`src/hdl/spt_pkg.sv`:
```
// shared constants, types and codes of the sorted position table
`default_nettype none
package spt_pkg;

  localparam int MAX_ENTRIES = 64;
  localparam int COUNT_W     = $clog2(MAX_ENTRIES + 1);
  localparam int ID_W        = 16;
  localparam int POS_W       = 24;
  localparam int OP_W        = 2;
  localparam int STATUS_W    = 2;
  localparam int ECOUNT_W    = 7;
  localparam int IN_DATA_W   = 40;
  localparam int OUT_DATA_W  = 72;

  typedef enum logic [OP_W-1:0] {
    OP_INSERT = 2'd0,
    OP_REMOVE = 2'd1,
    OP_QUERY  = 2'd2
  } op_t;

  typedef enum logic [STATUS_W-1:0] {
    ST_OK      = 2'd0,
    ST_FULL    = 2'd1,
    ST_MISSING = 2'd2
  } status_t;

  typedef enum logic [1:0] {
    S_IDLE,
    S_CMP,
    S_APPLY
  } state_t;

  typedef struct packed {
    logic load;
    logic cmp;
    logic apply;
  } cmd_t;

endpackage
`default_nettype wire

```
`src/hdl/spt_ctrl.sv`:
```
// controller: sequences load, compare and apply and owns the handshakes
`default_nettype none
module spt_ctrl (
  input  wire logic         clk,
  input  wire logic         rst_n,
  input  wire logic         in_tvalid,
  output logic              in_tready,
  output logic              out_tvalid,
  input  wire logic         out_tready,
  output spt_pkg::cmd_t     cmd
);

  spt_pkg::state_t state_r, state_nxt;
  logic            out_valid_r, out_valid_nxt;
  logic            room;
  logic            accept;

  assign room   = !out_valid_r || out_tready;
  assign accept = in_tvalid && in_tready;

  always_comb begin
    state_nxt = state_r;
    case (state_r)
      spt_pkg::S_IDLE: begin
        if (accept) state_nxt = spt_pkg::S_CMP;
      end
      spt_pkg::S_CMP: begin
        state_nxt = spt_pkg::S_APPLY;
      end
      spt_pkg::S_APPLY: begin
        if (room) state_nxt = accept ? spt_pkg::S_CMP : spt_pkg::S_IDLE;
      end
      default: begin
        state_nxt = spt_pkg::S_IDLE;
      end
    endcase
  end

  always_comb begin
    in_tready = 1'b0;
    cmd       = '0;
    case (state_r)
      spt_pkg::S_IDLE: begin
        in_tready = 1'b1;
      end
      spt_pkg::S_CMP: begin
        cmd.cmp = 1'b1;
      end
      spt_pkg::S_APPLY: begin
        in_tready = room;
        cmd.apply = room;
      end
      default: begin
        in_tready = 1'b0;
      end
    endcase
    cmd.load = in_tvalid && in_tready;
  end

  always_comb begin
    out_valid_nxt = out_valid_r;
    if (out_tready) out_valid_nxt = 1'b0;
    if (cmd.apply) out_valid_nxt = 1'b1;
  end

  assign out_tvalid = out_valid_r;

  always_ff @(posedge clk) begin
    if (!rst_n) begin
      state_r     <= spt_pkg::S_IDLE;
      out_valid_r <= 1'b0;
    end else begin
      state_r     <= state_nxt;
      out_valid_r <= out_valid_nxt;
    end
  end

endmodule
`default_nettype wire

```
`config.mk`:
```
export PLATFORM = sky130hd
export DESIGN_NAME = spt_ctrl
export DESIGN_NICKNAME = d
export VERILOG_FILES = /design/src/hdl/spt_pkg.sv /design/src/hdl/spt_ctrl.sv
export SDC_FILE = /design/constraint.sdc
export NUM_CORES = 1
export LEC_CHECK = 0
export BUFFER_PORTS_ARGS = -buffer_cell sky130_fd_sc_hd__buf_2
export CAP_MARGIN = 10
export CORE_AREA = 2 2 39 41
export DETAILED_ROUTE_END_ITERATION = 7
export DIE_AREA = 0 0 41 43
export SLEW_MARGIN = 15
export SYNTH_ARGS = -nofsm -noshare
export SYNTH_HDL_FRONTEND = slang
export SYNTH_SLANG_ARGS = --single-unit
```
`constraint.sdc`:
```
create_clock -name clk -period 1.8 [get_ports clk]
set_clock_uncertainty 0.05 [all_clocks]
set_input_delay 0.18 -clock clk [delete_from_list [all_inputs] [get_ports clk]]
set_output_delay 0.18 -clock clk [all_outputs]
set_load 0.02 [all_outputs]
```
Word level (Yosys, flattened, before mapping)
Index checks and enable logic that the tools add are counted.
{"block": "word_totals", "reg_bits": 3, "input_bits": 4, "elab_cells": 21}
{"block": "classes", "eq_ne": 4, "mux": 9, "reduce_logical": 6}
{"operator": "$pmux W2 S3", "count": 1}
{"operator": "$mux W1", "count": 5}
{"operator": "$mux W2", "count": 2}
{"operator": "$ne A2 B2 Y1 const B", "count": 2}
{"operator": "$eq A2 B1 Y1 const B", "count": 1}
{"operator": "$eq A2 B2 Y1 const B", "count": 1}
{"operator": "$logic_not A2 Y1", "count": 1}
{"operator": "$pmux W1 S2", "count": 1}
{"operator": "$reduce_and A2 Y1", "count": 1}
{"operator": "$reduce_bool A2 Y1", "count": 1}
{"operator": "$logic_and A1 B1 Y1", "count": 1}
{"operator": "$logic_not A1 Y1", "count": 1}
{"operator": "$logic_or A1 B1 Y1", "count": 1}

Depth between registers and ports, before layout
{"block": "logic_depth", "depth_word": 7, "ltp_mapped": 3, "mapped_depth_nobuf": 2}

Worst setup path before layout
OpenSTA, ideal clock, no wires.
{"block": "synth_path", "kind": "reg2out", "start": "register out_valid_r, in the netlist out_tvalid", "end": "output port cmd[0] (netlist bit)", "t_arrival_ps": 1016, "t_required_ps": 1570, "setup_slack_ps": 554, "path_stages_with_launch": 4, "cell_sequence": "dfxtp_1 -> or2b_2 -> nor2b_1 -> buf_4"}
{"item": "start, declared", "line": "spt_ctrl.sv:14", "rtl": "logic out_valid_r, out_valid_nxt;"}
{"item": "start signal, assigned", "line": "spt_ctrl.sv:74", "rtl": "out_valid_r <= out_valid_nxt;"}
{"item": "end, declared", "line": "spt_ctrl.sv:10", "rtl": "output spt_pkg::cmd_t cmd"}

==> reports/metrics.cfg <==
[finish]
syn_to_final_growth_pct=36.43
layout.cells.most_common_list=buf_2, clkbuf_4, dfxtp_1
layout-drive-gt1-share_pct=53.85
finish.utilization_pct=17.27
nNetsFinal=31
total_non_filler_cell_area_in_the_finished_layout_um2=239.0
leading_cell_type_in_the_layout_fill_and_taps_excluded=buf_2
antenna_cells_inserted=0

[floorplanning]
die_w_um=41
die_outline_area_um2=1763
initial_utilization_pct=12.66
row_count=14
floorplan.die.height_um=43
core_area_um2=1384
top_level_ports=9

[power]
power.density_cell_area_nw_per_um2=901.2
power.leakage_nw=0.1090
vdd.ir_drop.worst_uv=224.2

[setup_path]
worstSetupStartpointType=register
path_cells=or2b_2 -> nor2b_1 -> buf_2
path_buf_inv=1
rr_endpoint=state_r[1]$_SDFFE_PN0P_
critical_path.max_stage_delay_ns=0.34
cp-end-kind=output pin
worst_ep_required_time_ns=1.57
path_max_fanout=4
ff2ff_setup_slack_ns=0.83
timing.critical_path.max_delay_family=simple AND/OR/NAND/NOR gates
critical-path-slowest-cell=dfxtp_1
crit_type=register to output pin
crit-reg2reg-launch=state_r[0]$_SDFFE_PN0P_
r2r_cells=2
cp.arrival_ns=1.14

[clocking]
postCtsHoldBufs=0
cts_setup_buffers=0
numCtsBuffers=3
cts_tree=yes
insertion_delay_ns=0.23
clkTransAtPathRegs_ns=0.04
cts_num_sinks=3
htree_levels=1
cts_max_path_buffers=2
clock_tree.root_cell=clkbuf_4
cts_resized=0

[routing]
top_layer=met3
met1Wirelength_um=91
wirelength_um=317
dr_wl_met3_um=30
avgViaCountPerCell=3.452
drt_first_iter_violations=0
met2WireLength_um=195
ant_nets=0
post_drt_wl_per_cell_um=7.548
via_count=145
drc=0
drt_pre_antenna_iters=1

[sta]
finalSetupTns_ns=0
final_setup_violations=0
max_freq_ghz=0.7274
finalCritPeriodShare_pct=76.38
worst-slew-pin-transition_ns=0.1821
period_minus_slack_ns=1.375
finalMaxSlewViolations=0
final-hold-violation-count=0
grt_setup_unrepaired=no
setup_ws_ns=0.4252
timing.hold.ws_ns=0.1410
max-slew-margin-rel_pct=87.69

[placement]
dp_hpwl_um=265.2
place_congestion=0.6094
detailedPlace.worstSlack_ns=0.6606
standard_cell_area_after_detailed_placement_um2=212.7
buffer_ports.inserted=8

[logic_synthesis]
yosysSeqAreaShare_pct=34.29
yosysWarningCount=0
synth_seq_cells=3
synth.area.top_cells=dfxtp_1, buf_4, nor4bb_2
share_of_yosys_cell_area_claimed_by_the_top_area_cell_type_pct=34.29
synth.cell_area_um2=175.2
synth_top_cell_by_area=dfxtp_1
ys_types=13
synthesized_nets=21
syn_inst=17
avgSynthCellArea_um2=10.30

[global_route]
via_count_of_the_first_global_routing_pass=154
grtUsageTotal_pct=5.216
grt_max_degree=7
grt_first_pass_wirelength_um=558
grt_antenna_before_repair=0
grt_overflow=0

[run_status]
result_of_the_run=complete, no violations

[hold_path]
worst_hold_stages=2
min-delay-start=rst_n
hold_path_end=state_r[1]$_SDFFE_PN0P_
min-delay-path-class=input pin to register

[run]
timing.max_cap.violations=0

state kept, by name (all words and copies together), names as in the netlist:
signal,flops
out_tvalid,1
state_r,2
per-layer routing:
layer | up-vias | track usage (%)
met4 | 0 | 4.000
met5 | - | 0
met2 | 4 | 7.187
met1 | 67 | 4.487
met3 | 0 | 4.712
li1 | 74 | -
worst max path at each step:
stage / startpoint / to / slack, ns / cells past startpoint
floorplan: out_tvalid$_SDFFE_PN0P_ / cmd[0] / 0.55 / 3
global placement: out_tvalid$_SDFFE_PN0P_ / cmd[0] / 0.66 / 3
detailed placement: out_tvalid$_SDFFE_PN0P_ / cmd[0] / 0.66 / 3
CTS: out_tvalid$_SDFFE_PN0P_ / cmd[0] / 0.41 / 3
global route: state_r[1]$_SDFFE_PN0P_ / cmd[2] / 0.29 / 3
finish: out_tvalid$_SDFFE_PN0P_ / cmd[0] / 0.43 / 3
final cells by class:
class	count	area [um2]
Timing Repair Buffer	8	40.04
Clock buffer	4	26.28
Tap cell	16	20.02
Multi-Input combinational cell	11	92.59
Sequential cell	3	60.06
Fill cell	161	1145
cell usage after synthesis:
cell type	number
nor3b_1	1
and3b_1	1
a21boi_0	1
o21a_1	1
and4bb_2	1
nor4bb_2	1
nand2b_1	1
nor2_1	1
nor2b_1	1
buf_4	3
dfxtp_1	3
or2b_2	1
and2b_1	1
through the flow:
stage,instances,total power [mW]
6_report,42,0.2154
5_1_grt,42,0.2281
4_1_cts,42,0.2213
3_5_place_dp,38,0.1009
3_3_place_gp,38,0.1007
2_1_floorplan,17,0.09513
cells by family (layout without fill, tap and decap cells):
kind of cell | Yosys count | after routing | synth area share, %
buf+inv | 3 | 12 | 12.86
compound gates | 2 | 2 | 8.575
simple gates | 9 | 9 | 44.29
flops | 3 | 3 | 34.29
power breakdown:
| group | internal, mW | switching (mW) | total, mW |
|---|---|---|---|
| clock network | 0.0830 | 0.0330 | 0.116 |
| logic | 0.0130 | 0.0135 | 0.0265 |
| registers | 0.0699 | 0.00309 | 0.0730 |
(Power assumes the default switching activity.)
